### src/assert_macros.svh
// Assertion macros for the motion-triggered LED chase RTL.
`ifndef ASSERT_MACROS_SVH
`define ASSERT_MACROS_SVH

// Condition that must hold at every clock edge outside reset.
`define MTLC_ASSERT(name, cond, msg) \
	name: assert property (@(posedge clk) disable iff (!arst_n) (cond)) else $error(msg);

// Condition in one cycle that implies another condition in the next cycle.
`define MTLC_ASSERT_NEXT(name, pre, post, msg) \
	name: assert property (@(posedge clk) disable iff (!arst_n) (pre) |=> (post)) else $error(msg);

`endif

### src/mtlc_pkg.sv
// Package with the types, codes and constants of the motion-triggered LED chase.
`timescale 1ns / 1ps
package mtlc_pkg;

	// Defaults for the top-level parameters.
	localparam int LED_COUNT_DEF       = 3;
	localparam int BURST_PER_LEVEL_DEF = 10;

	// Configuration register indexes and reset values.
	localparam int CFG_INDEX_W = 1;
	localparam int CFG_DATA_W  = 16;
	localparam logic [CFG_INDEX_W-1:0] CFG_THRESHOLD = 1'd0;
	localparam logic [CFG_INDEX_W-1:0] CFG_HOLDOFF   = 1'd1;
	localparam logic [15:0] THRESHOLD_RESET = 16'd500;
	localparam logic [15:0] HOLDOFF_RESET   = 16'd15;

	// Wake request codes.
	localparam logic [1:0] WAKE_KEEP = 2'd0;
	localparam logic [1:0] WAKE_FAST = 2'd1;
	localparam logic [1:0] WAKE_SLOW = 2'd2;

	// Running average: keep 99/100 of the old value.
	// The divide by 100 is a shift by two and a multiply by the reciprocal of 25.
	localparam int          AVG_SUM_W = 23;
	localparam logic [22:0] AVG_KEEP  = 23'd99;
	localparam logic [21:0] RECIP_25  = 22'd2684355;
	localparam int          RECIP_SH  = 26;

	// One input transaction.
	typedef struct packed {
		logic [7:0]  sample;
		logic [15:0] tick_period;
	} tick_t;

	// One result transaction.
	typedef struct packed {
		logic [1:0] motion_level;
		logic       pulse_valid;
		logic [1:0] pulse_led;
		logic [1:0] wake_request;
	} result_t;

endpackage

### src/mtlc_detect.sv
// Running average of the samples and motion level detection.
`timescale 1ns / 1ps
module mtlc_detect (
	input  logic        clk,
	input  logic        arst_n,
	input  logic        upd,
	input  logic [7:0]  sample,
	input  logic [15:0] motion_threshold,
	output logic [1:0]  level
);
	import mtlc_pkg::*;

	logic [15:0]          average_q;
	logic [15:0]          val;
	logic [AVG_SUM_W-1:0] avg_sum;
	logic [20:0]          quarter;
	logic [42:0]          prod;
	logic [15:0]          avg;
	logic [15:0]          diff;
	logic                 motion;
	logic [16:0]          thr2;
	logic [17:0]          thr3;

	// New average: floor((average * 99 + sample * 256) / 100).
	always_comb begin
		val     = {sample, 8'd0};
		avg_sum = AVG_SUM_W'(average_q) * AVG_KEEP + AVG_SUM_W'(val);
		quarter = avg_sum[AVG_SUM_W-1:2];
		prod    = 43'(quarter) * 43'(RECIP_25);
		avg     = prod[RECIP_SH+15:RECIP_SH];
	end

	// Distance from the average and level by compares against multiples of the threshold.
	always_comb begin
		diff   = (avg > val) ? (avg - val) : (val - avg);
		motion = diff > motion_threshold;
		thr2   = {motion_threshold, 1'b0};
		thr3   = 18'(motion_threshold) + 18'(thr2);
		if (!motion) begin
			level = 2'd0;
		end else if (18'(diff) >= thr3) begin
			level = 2'd3;
		end else if (17'(diff) >= thr2) begin
			level = 2'd2;
		end else begin
			level = 2'd1;
		end
	end

	// The average snaps to the sample on motion.
	always_ff @(posedge clk or negedge arst_n) begin
		if (!arst_n) begin
			average_q <= 16'd0;
		end else if (upd) begin
			average_q <= motion ? val : avg;
		end
	end

endmodule

### src/mtlc_burst.sv
// Running clock, burst control and LED rotation.
`timescale 1ns / 1ps
`include "assert_macros.svh"
module mtlc_burst #(
	parameter int LED_COUNT       = mtlc_pkg::LED_COUNT_DEF,
	parameter int BURST_PER_LEVEL = mtlc_pkg::BURST_PER_LEVEL_DEF
) (
	input  logic              clk,
	input  logic              arst_n,
	input  logic              upd,
	input  logic [1:0]        level,
	input  logic [15:0]       tick_period,
	input  logic [15:0]       idle_holdoff,
	output mtlc_pkg::result_t res
);
	import mtlc_pkg::*;

	localparam int LedW   = $clog2(LED_COUNT);
	localparam int BurstW = $clog2(3 * BURST_PER_LEVEL + 1);
	localparam logic [LedW-1:0]   LedLast  = LedW'(LED_COUNT - 1);
	localparam logic [BurstW-1:0] Burst1   = BurstW'(BURST_PER_LEVEL);
	localparam logic [BurstW-1:0] Burst2   = BurstW'(2 * BURST_PER_LEVEL);
	localparam logic [BurstW-1:0] Burst3   = BurstW'(3 * BURST_PER_LEVEL);

	logic [31:0]       clock_q;
	logic [15:0]       idle_q;
	logic [BurstW-1:0] burst_q;
	logic [LedW-1:0]   led_q;

	logic [31:0]       clock_nxt;
	logic [15:0]       idle_nxt;
	logic [BurstW-1:0] burst_nxt;
	logic [LedW-1:0]   led_nxt;
	logic [BurstW-1:0] burst_len;
	logic [BurstW-1:0] burst_cur;
	logic              start;
	logic [7:0]        led_ext;

	// Burst length for the detected level.
	always_comb begin
		case (level)
			2'd1:    burst_len = Burst1;
			2'd2:    burst_len = Burst2;
			2'd3:    burst_len = Burst3;
			default: burst_len = '0;
		endcase
	end

	// Clock advance, retrigger test and one step of the burst.
	always_comb begin
		clock_nxt = clock_q + 32'(tick_period);
		start     = (burst_q == '0) && (level != 2'd0) &&
			(clock_nxt > (32'(idle_q) + 32'(idle_holdoff)));
		burst_cur = start ? burst_len : burst_q;
		burst_nxt = burst_cur;
		led_nxt   = led_q;
		idle_nxt  = idle_q;
		led_ext   = 8'(led_q);
		res.motion_level = level;
		res.pulse_valid  = 1'b0;
		res.pulse_led    = 2'd0;
		res.wake_request = start ? WAKE_FAST : WAKE_KEEP;
		if (burst_cur != '0) begin
			burst_nxt       = burst_cur - 1'b1;
			res.pulse_valid = 1'b1;
			res.pulse_led   = led_ext[1:0];
			led_nxt         = (led_q == LedLast) ? '0 : led_q + 1'b1;
			if (burst_nxt == '0) begin
				idle_nxt         = clock_nxt[15:0];
				res.wake_request = WAKE_SLOW;
			end
		end
	end

	// State advances once per transaction.
	always_ff @(posedge clk or negedge arst_n) begin
		if (!arst_n) begin
			clock_q <= 32'd0;
			idle_q  <= 16'd0;
			burst_q <= '0;
			led_q   <= '0;
		end else if (upd) begin
			clock_q <= clock_nxt;
			idle_q  <= idle_nxt;
			burst_q <= burst_nxt;
			led_q   <= led_nxt;
		end
	end

	// The rotation and the burst counter stay in range; wake codes match the burst state.
	`MTLC_ASSERT(a_led_range, led_q <= LedLast, "LED index out of range")
	`MTLC_ASSERT(a_burst_range, burst_q <= Burst3, "burst counter above the longest burst")
	`MTLC_ASSERT(a_fast_from_idle, (upd && res.wake_request == WAKE_FAST) |-> (burst_q == '0 && res.pulse_valid), "fast wake without an idle start")
	`MTLC_ASSERT_NEXT(a_slow_ends, upd && res.wake_request == WAKE_SLOW, burst_q == '0, "slow wake while a burst continues")

endmodule

### src/motion_triggered_led_chase_top.sv
// Top level of the motion-triggered LED chase: handshakes, configuration and pipeline.
//
//  Channel  | Signals                                   | Direction
//  ---------+-------------------------------------------+----------
//  tick     | tick_valid, tick_ready, tick (tick_t)     | in
//  result   | result_valid, result_ready, result        | out
//  config   | cfg_we, cfg_index, cfg_data               | in
//
// Three register stages: input, detection, result. An accepted transaction moves on
// to detection and result; one transaction per cycle is sustained while result_ready
// is high. The combinational average update (multiply by 99, divide by 100) sets the
// clock period. Reset clears valid and control state and loads the register defaults.
// A stalled result holds only the stages behind it; empty stages still fill.
`timescale 1ns / 1ps
module motion_triggered_led_chase_top #(
	parameter int LED_COUNT       = mtlc_pkg::LED_COUNT_DEF,
	parameter int BURST_PER_LEVEL = mtlc_pkg::BURST_PER_LEVEL_DEF
) (
	input  logic                               clk,
	input  logic                               arst_n,
	input  logic                               tick_valid,
	output logic                               tick_ready,
	input  mtlc_pkg::tick_t                    tick,
	output logic                               result_valid,
	input  logic                               result_ready,
	output mtlc_pkg::result_t                  result,
	input  logic                               cfg_we,
	input  logic [mtlc_pkg::CFG_INDEX_W-1:0]   cfg_index,
	input  logic [mtlc_pkg::CFG_DATA_W-1:0]    cfg_data
);
	import mtlc_pkg::*;

	logic [15:0] threshold_q;
	logic [15:0] holdoff_q;

	logic        v_s1;
	logic        v_s2;
	logic        v_s3;
	tick_t       tick_s1;
	logic [1:0]  level_s2;
	logic [15:0] period_s2;
	result_t     result_s3;

	logic        en1;
	logic        en2;
	logic        en3;
	logic [1:0]  level;
	result_t     res;

	// Configuration registers.
	always_ff @(posedge clk or negedge arst_n) begin
		if (!arst_n) begin
			threshold_q <= THRESHOLD_RESET;
			holdoff_q   <= HOLDOFF_RESET;
		end else if (cfg_we) begin
			case (cfg_index)
				CFG_THRESHOLD: threshold_q <= cfg_data;
				CFG_HOLDOFF:   holdoff_q   <= cfg_data;
				default: begin
				end
			endcase
		end
	end

	// A stage advances when it is empty or the stage after it advances.
	assign en3          = !v_s3 || result_ready;
	assign en2          = !v_s2 || en3;
	assign en1          = !v_s1 || en2;
	assign tick_ready   = en1;
	assign result_valid = v_s3;
	assign result       = result_s3;

	// Stage valid bits.
	always_ff @(posedge clk or negedge arst_n) begin
		if (!arst_n) begin
			v_s1 <= 1'b0;
			v_s2 <= 1'b0;
			v_s3 <= 1'b0;
		end else begin
			if (en1) begin
				v_s1 <= tick_valid;
			end
			if (en2) begin
				v_s2 <= v_s1;
			end
			if (en3) begin
				v_s3 <= v_s2;
			end
		end
	end

	// Stage payloads.
	always_ff @(posedge clk) begin
		if (en1 && tick_valid) begin
			tick_s1 <= tick;
		end
		if (en2 && v_s1) begin
			level_s2  <= level;
			period_s2 <= tick_s1.tick_period;
		end
		if (en3 && v_s2) begin
			result_s3 <= res;
		end
	end

	// Average update and motion level.
	mtlc_detect u_detect (
		.clk              (clk),
		.arst_n           (arst_n),
		.upd              (en2 && v_s1),
		.sample           (tick_s1.sample),
		.motion_threshold (threshold_q),
		.level            (level)
	);

	// Burst control and LED rotation.
	mtlc_burst #(
		.LED_COUNT       (LED_COUNT),
		.BURST_PER_LEVEL (BURST_PER_LEVEL)
	) u_burst (
		.clk          (clk),
		.arst_n       (arst_n),
		.upd          (en3 && v_s2),
		.level        (level_s2),
		.tick_period  (period_s2),
		.idle_holdoff (holdoff_q),
		.res          (res)
	);

endmodule
### config.mk
export PLATFORM = sky130hd
export DESIGN_NAME = motion_triggered_led_chase_top
export DESIGN_NICKNAME = d
export VERILOG_FILES = /design/src/mtlc_pkg.sv /design/src/mtlc_detect.sv /design/src/mtlc_burst.sv /design/src/motion_triggered_led_chase_top.sv
export VERILOG_INCLUDE_DIRS = /design/src /design/src/src
export SDC_FILE = /design/constraint.sdc
export NUM_CORES = 1
export LEC_CHECK = 0
export BUFFER_PORTS_ARGS = -buffer_cell sky130_fd_sc_hd__buf_2
export CORE_MARGIN = 2
export CORE_UTILIZATION = 55
export CTS_BUF_LIST = sky130_fd_sc_hd__clkbuf_16
export DETAILED_ROUTE_END_ITERATION = 10
export PLACE_DENSITY_LB_ADDON = 0.08
export SLEW_MARGIN = 20
export SYNTH_ARGS = -nofsm -noshare
export SYNTH_HDL_FRONTEND = slang
export SYNTH_SLANG_ARGS = --single-unit
### constraint.sdc
create_clock -name clk -period 12.81 [get_ports clk]
set_input_delay 1.281 -clock clk [delete_from_list [all_inputs] [get_ports clk]]
set_output_delay 1.281 -clock clk [all_outputs]
set_load 0.005 [all_outputs]
# Word-level counts from Yosys, hierarchy flattened
# Cells that the tools add are included.
[totals] register_bits=155 in_bits=46 output_inout_bits=9 word_cells=68
[classes] add_sub_neg=8 multipliers=2 order_cmp=5 n_eq_ne=4 muxes=11 bitwise_logic=1 n_reduce_logical=19
[ops] cell="multiplier 21 x 22 -> 42 bit, second input constant" count=1
[ops] cell="adder 32 x 16 -> 32 bit" count=1
[ops] cell="greater-than comparator 16 bit" count=2
[ops] cell="greater-than comparator 32 bit" count=1
[ops] cell="2-to-1 mux 16 bit" count=2
[ops] cell="subtractor 16 bit" count=2
[ops] cell="adder 23 x 16 -> 23 bit" count=1
[ops] cell="multiplier 16 x 7 -> 23 bit, second input constant" count=1
[ops] cell="adder 16 x 17 -> 18 bit" count=1
[ops] cell="greater-or-equal comparator 16 x 18 -> 1 bit" count=1
[ops] cell="adder 16 x 16 -> 17 bit" count=1
[ops] cell="greater-or-equal comparator 16 x 17 -> 1 bit" count=1
[ops] cell="2-to-1 mux 5 bit" count=3
[ops] cell="one-hot mux 5 bit (3 select lines)" count=1
[ops] cell="zero test 5 bit" count=2
[ops] cell="2-to-1 mux 2 bit" count=4
[ops] cell="equality test 2 bit, second input constant" count=3
[ops] cell="AND reduction 2 bit" count=3
[ops] cell="logical AND 1 bit" count=5
[ops] cell="nonzero test 5 bit" count=1
[ops] cell="subtractor 5 x 1 -> 5 bit, second input constant" count=1
[ops] cell="zero test 1 bit" count=3
[ops] cell="logical OR 1 bit" count=3
[ops] cell="AND reduction 3 bit" count=1
[ops] cell="5 further kinds" count=5

# Longest topological paths before layout
[logic_depth] depth_word=8 mapped_depth=67 ltp_nobuf=64

# By module
# A second synthesis with hierarchy kept.
[unflattened] cells_unflattened=2143 area_unflattened_um2=21086.5
[modules_own_cells] module="mtlc_detect" n_inst=1 cells_per_inst=1476 area_per_inst_um2=13337.8
[modules_own_cells] module="mtlc_burst" n_inst=1 cells_per_inst=537 area_per_inst_um2=4882.2
[modules_own_cells] module="motion_triggered_led_chase_top" n_inst=1 cells_per_inst=130 area_per_inst_um2=2866.5

# Least setup slack after synthesis
# OpenSTA, ideal clock, no wires.
[synth_timing] path_kind="reg2reg" start="register u_detect.average_q[4]" end="register level_s2[0] (data pin)" setup_ns=0.254 arrival_time_ns=13.472 slack_ns=-0.916 stages_incl_launch_ff=56 path_buffers=3 path_cell_list="dfrtp_1 -> ha_1 -> fa_1 -> inv_1 -> fa_1 -> fa_1 -> inv_1 -> ha_1 -> or4_1 -> o211ai_1 -> a31o_2 -> a211oi_1 -> o21ai_0 -> nand2_1 -> xor2_1 -> xor2_1 -> ha_1 -> nand2b_1 -> [20 not listed] -> a21o_1 -> a21o_1 -> a21oi_1 -> a31o_1 -> buf_6 -> mux2i_4 -> ha_1 -> nor2b_1 -> o21a_1 -> o21a_1 -> o21a_1 -> o21a_1 -> o21a_1 -> o21a_1 -> o21ai_0 -> a21oi_1 -> clkbuf_1 -> a21bo_1"
[synth_via] elab_chain_cells=8
[synth_rtl] element="start: declaration" line_no="mtlc_detect.sv:13" rtl="logic [15:0] average_q;"
[synth_rtl] element="start signal: assignment" line_no="mtlc_detect.sv:55" rtl="average_q <= motion ? val : avg;"
[synth_rtl] element="multiplier 16 x 7 -> 23 bit (*)" line_no="mtlc_detect.sv:27" rtl="avg_sum = AVG_SUM_W'(average_q) * AVG_KEEP + AVG_SUM_W'(val);"
[synth_rtl] element="adder 23 x 16 -> 23 bit (*)" line_no="mtlc_detect.sv:27"
[synth_rtl] element="multiplier 21 x 22 -> 42 bit (*)" line_no="mtlc_detect.sv:29" rtl="prod = 43'(quarter) * 43'(RECIP_25);"
[synth_rtl] element="subtractor 16 bit / greater-than comparator 16 bit (equally long branches)" line_no="mtlc_detect.sv:35" rtl="diff = (avg > val) ? (avg - val) : (val - avg);"
[synth_rtl] element="2-to-1 mux 16 bit (*)" line_no="mtlc_detect.sv:35"
[synth_rtl] element="greater-or-equal comparator 16 x 17 -> 1 bit" line_no="mtlc_detect.sv:43" rtl="end else if (17'(diff) >= thr2) begin"
[synth_rtl] element="2-to-1 mux 2 bit" line_no="mtlc_detect.sv:43"
[synth_rtl] element="2-to-1 mux 2 bit" line_no="mtlc_detect.sv:41" rtl="end else if (18'(diff) >= thr3) begin"
[synth_rtl] element="end signal: assignment" line_no="motion_triggered_led_chase_top.sv:98" rtl="level_s2 <= level;"
[synth_rtl] element="end: declaration" line_no="motion_triggered_led_chase_top.sv:40" rtl="logic [1:0] level_s2;"
# Every way passes the cells marked *; elsewhere a longest branch is shown, timed or not.
# A chain may end at the register's enable or synchronous reset.

# Final worst setup path
[layout_timing] start="register u_detect.average_q[3]" end="register level_s2[0] (data pin)"
# Same word-level chain as after synthesis.

==> summary.md <==
| Metric | Value |
|---|---|
| Overflow after GRT | 0 |
| Share of cells above drive strength 1 | 0.2366 |
| Post-synth top area cell | ha_1 |
| Clock-pin slew on the worst setup and hold paths | 70 ps |
| Synth Flop Type | dfrtp_1 |
| Die width | 197.3 um |
| CP Data Required Time | 13010 ps |
| Fmax | 0.07687 GHz |
| Period utilization | 1.016 |
| Reg area | 4143 um2 |
| Core Area | 36700 um2 |
| CTS root buf | clkbuf_16 |
| Asr flop ratio synth | 0.6839 |
| Final min period | 13010 ps |
| DRC | 0 |
| CP startpoint | u_detect.average_q[3] |
| CTS Buffer Depth | 2 |
| Outcome | complete, but fails checks |
| Crit path launch type | register |
| Slew Limit Headroom | 0.2071 |
| Placer Congestion | 0.9335 |
| WL/cell | about 18 um |
| Post-synth EDFFs | 49 |
| Hold/Removal Path Class | register to register |
| Die Y | roughly 200 um |
| Total wire length | 52.17 mm |
| Yosys warns | 0 |
| Post-synthesis sequential area ratio | 0.2013 |
| Initial DRC count | 712 |
| Launching point of the worst reg2reg path | u_detect.average_q[3] |
| CP delay by family, top | adder cells |
| Synth top area share | 0.2412 |
| I/O pin count | 55 |
| Clock Sinks | ~160 |
| Mapped Cells | 2100 |
| Syn_nets | 2727 |
| Largest stage delay, worst path | 580 ps |
| Worst-Skew Late Latency | 450 ps |
| Vias in the first global route | 16750 |
| Most frequent cells in the layout | ha_1 (361), inv_1 (352), buf_4 (268), fa_1 (173), nand2_1 (151) |
| Area of the multi-input gates | 15850 um2 |
| Synth Area per Inst | 9.783 um2 |
| Initial core utilization | 0.5598 |
| Main area contributors after synthesis | ha_1 (24%), fa_1 (18%), dfrtp_1 (12%), edfxtp_1 (7.2%), inv_1 (6.7%) |
| Fillers | between 2000 and 3000 |
| # rows | 70 |
| Total GRT Usage | 0.2784 |
| Dpl cells | ~2800 |
| Crit path max fanout | 4 |
| Layout Nets | approximately 3000 |
| Initial antenna violation count | 0 |
| P&R area growth vs syn | 21.89% |
| DR vias/cell | 5.517 |
| RSZ-0062 raised after global routing | true |
| Final Max Tran Viols | 0 |
| Leading cell type in the layout, fill and taps excluded | ha_1 |
| Largest net degree at the start of global routing | 66 |
| Remaining antenna violation count after routing | 0 |
| Hold Vio Cnt, Final | 0 |
| H-tree depth | 4 |
| CP bufs+invs | 8 |
| Seq cells post-synth | 155 |
| CTS buffer count | 17 |
| Worst hold start | tick_s1[11] |
| Syn Std Cell Area | 20540 um2 |
| Arr. time, crit path | 13210 ps |
| Most prevalent standard cell on the critical path | fa_1 |
| Path type of the worst setup path | register to register |
| DP HPWL | 44.11 mm |
| # port buffers | 54 |
| Slew @ Worst Pin | 1186 ps |
| Vias | 15990 |
| Critical Path Slowest Stage Cell | fa_1 |
| Failing checks | setup timing |
| CTS tree | yes |
| Hold_buf cts | 0 |
| Final TNS setup | -2396 ps |
| Crit end category | register |
| Die area | 38920 um2 |
| Final setup viols | 18 |
| Final WS setup | -199.2 ps |
| Number of max-cap violations | 0 |
| Final Skew | 13.18 ps |
| Synth unique cells | 85 |
| Setup WS pre-CTS | -596.9 ps |
| Flop-to-flop setup slack | -200 ps |
| Drt first pass iters | 5 |
| Ant. Diodes | 0 |
| First-pass GRT wire length | between 80 and 90 mm |
| Non-filler instance count after layout | 2898 |
==> per-layer routing <==
layer  wire, um  vias up  GRT usage
met4       1611        0    0.09468
met1      22580     7817     0.3514
li1           -     7794          -
met3       1737       79    0.03005
met2      26240      298     0.4965
met5          0        -          0
==> cells by family after synthesis <==
family	count (synthesis)	share of synthesized area
AO/OA/AOI/OAI	369	0.1228
XOR/XNOR	116	0.04945
adder cells (fa/ha/maj)	581	0.4214
buffers and inverters	403	0.07460
flip-flops	155	0.2013
multiplexers	45	0.02540
AND/OR/NAND/NOR	431	0.1050
==> worst register-to-register path, delay by kind of cell, from the launching register on <==
| family | cells | cell delay [ps] |
|---|---|---|
| multiplexers | 1 | 320 |
| AO/OA/AOI/OAI | 24 | 4160 |
| adder cells (fa/ha/maj) | 16 | 5910 |
| AND/OR/NAND/NOR | 8 | 920 |
| buffers and inverters | 8 | 750 |
| flip-flops | 1 | 450 |
| XOR/XNOR | 2 | 250 |
==> synth_stat cells (all sizes together), types with 19 or more instances <==
cell / n
a211oi: 19
a21o: 55
a21oi: 85
and3: 22
clkbuf: 28
dfrtp: 96
edfxtp: 49
fa: 185
ha: 396
inv: 368
mux2: 32
nand2: 158
nand2b: 30
nand3: 36
nand4: 21
nor2: 63
nor3: 26
o21a: 19
o21ai: 81
xnor2: 71
xor2: 45
==> worst paths after layout <==
kind,end,depth (start not counted)
max in group asynchronous,u_burst.idle_q[2],2
worst max-delay path,level_s2[0],59
min in group asynchronous,u_burst.clock_q[27],1
worst max register to register,level_s2[0],59
worst min-delay path,period_s2[11],0
worst min register to register,period_s2[11],0
==> area by class of cell <==
type	instances	area share
flip-flops and latches	155	0.1654
well taps	468	0.02338
inverters	369	0.05541
repair buffers	332	0.09813
multi-input cells	1542	0.6329
clock inverters	14	0.006745
clock buffers	18	0.01799
==> state kept, by name, indices dropped and copies added (netlist names) <==
| register | cells |
|---|---|
| u_burst.clock_q | 32 |
| tick_s1 | 24 |
| holdoff_q | 16 |
| period_s2 | 16 |
| threshold_q | 16 |
| u_burst.idle_q | 16 |
| u_detect.average_q | 16 |
| result | 7 |
| u_burst.burst_q | 5 |
| level_s2 | 2 |
| u_burst.led_q | 2 |
| result_valid | 1 |
| v_s1 | 1 |
| v_s2 | 1 |
==> metrics by stage <==
| stage | utilization | instance area [um2] | hold slack (ps) |
|---|---|---|---|
| after global routing | 0.6824 | 25040 | 425.7 |
| final | 0.6824 | 25040 | 425.7 |
| after floorplan | - | 20840 | 400.3 |
| after global placement | 0.6383 | 23420 | 402.4 |
| after CTS | 0.6698 | 24580 | 423.6 |
| after detailed placement | 0.6383 | 23420 | 407.4 |
==> timing repair <==
action | in CTS | in global routing
endpoints found under the hold margin | 0 | 0
gates resized for setup | 77 | 79
pin swaps | 89 | 97
buffers inserted | 19 | 15
setup endpoints to repair | 18 | 18
Power is left out: the tool's default activity adds up to more than one toggle a clock period on the data nets, which glitch-free logic cannot reach.
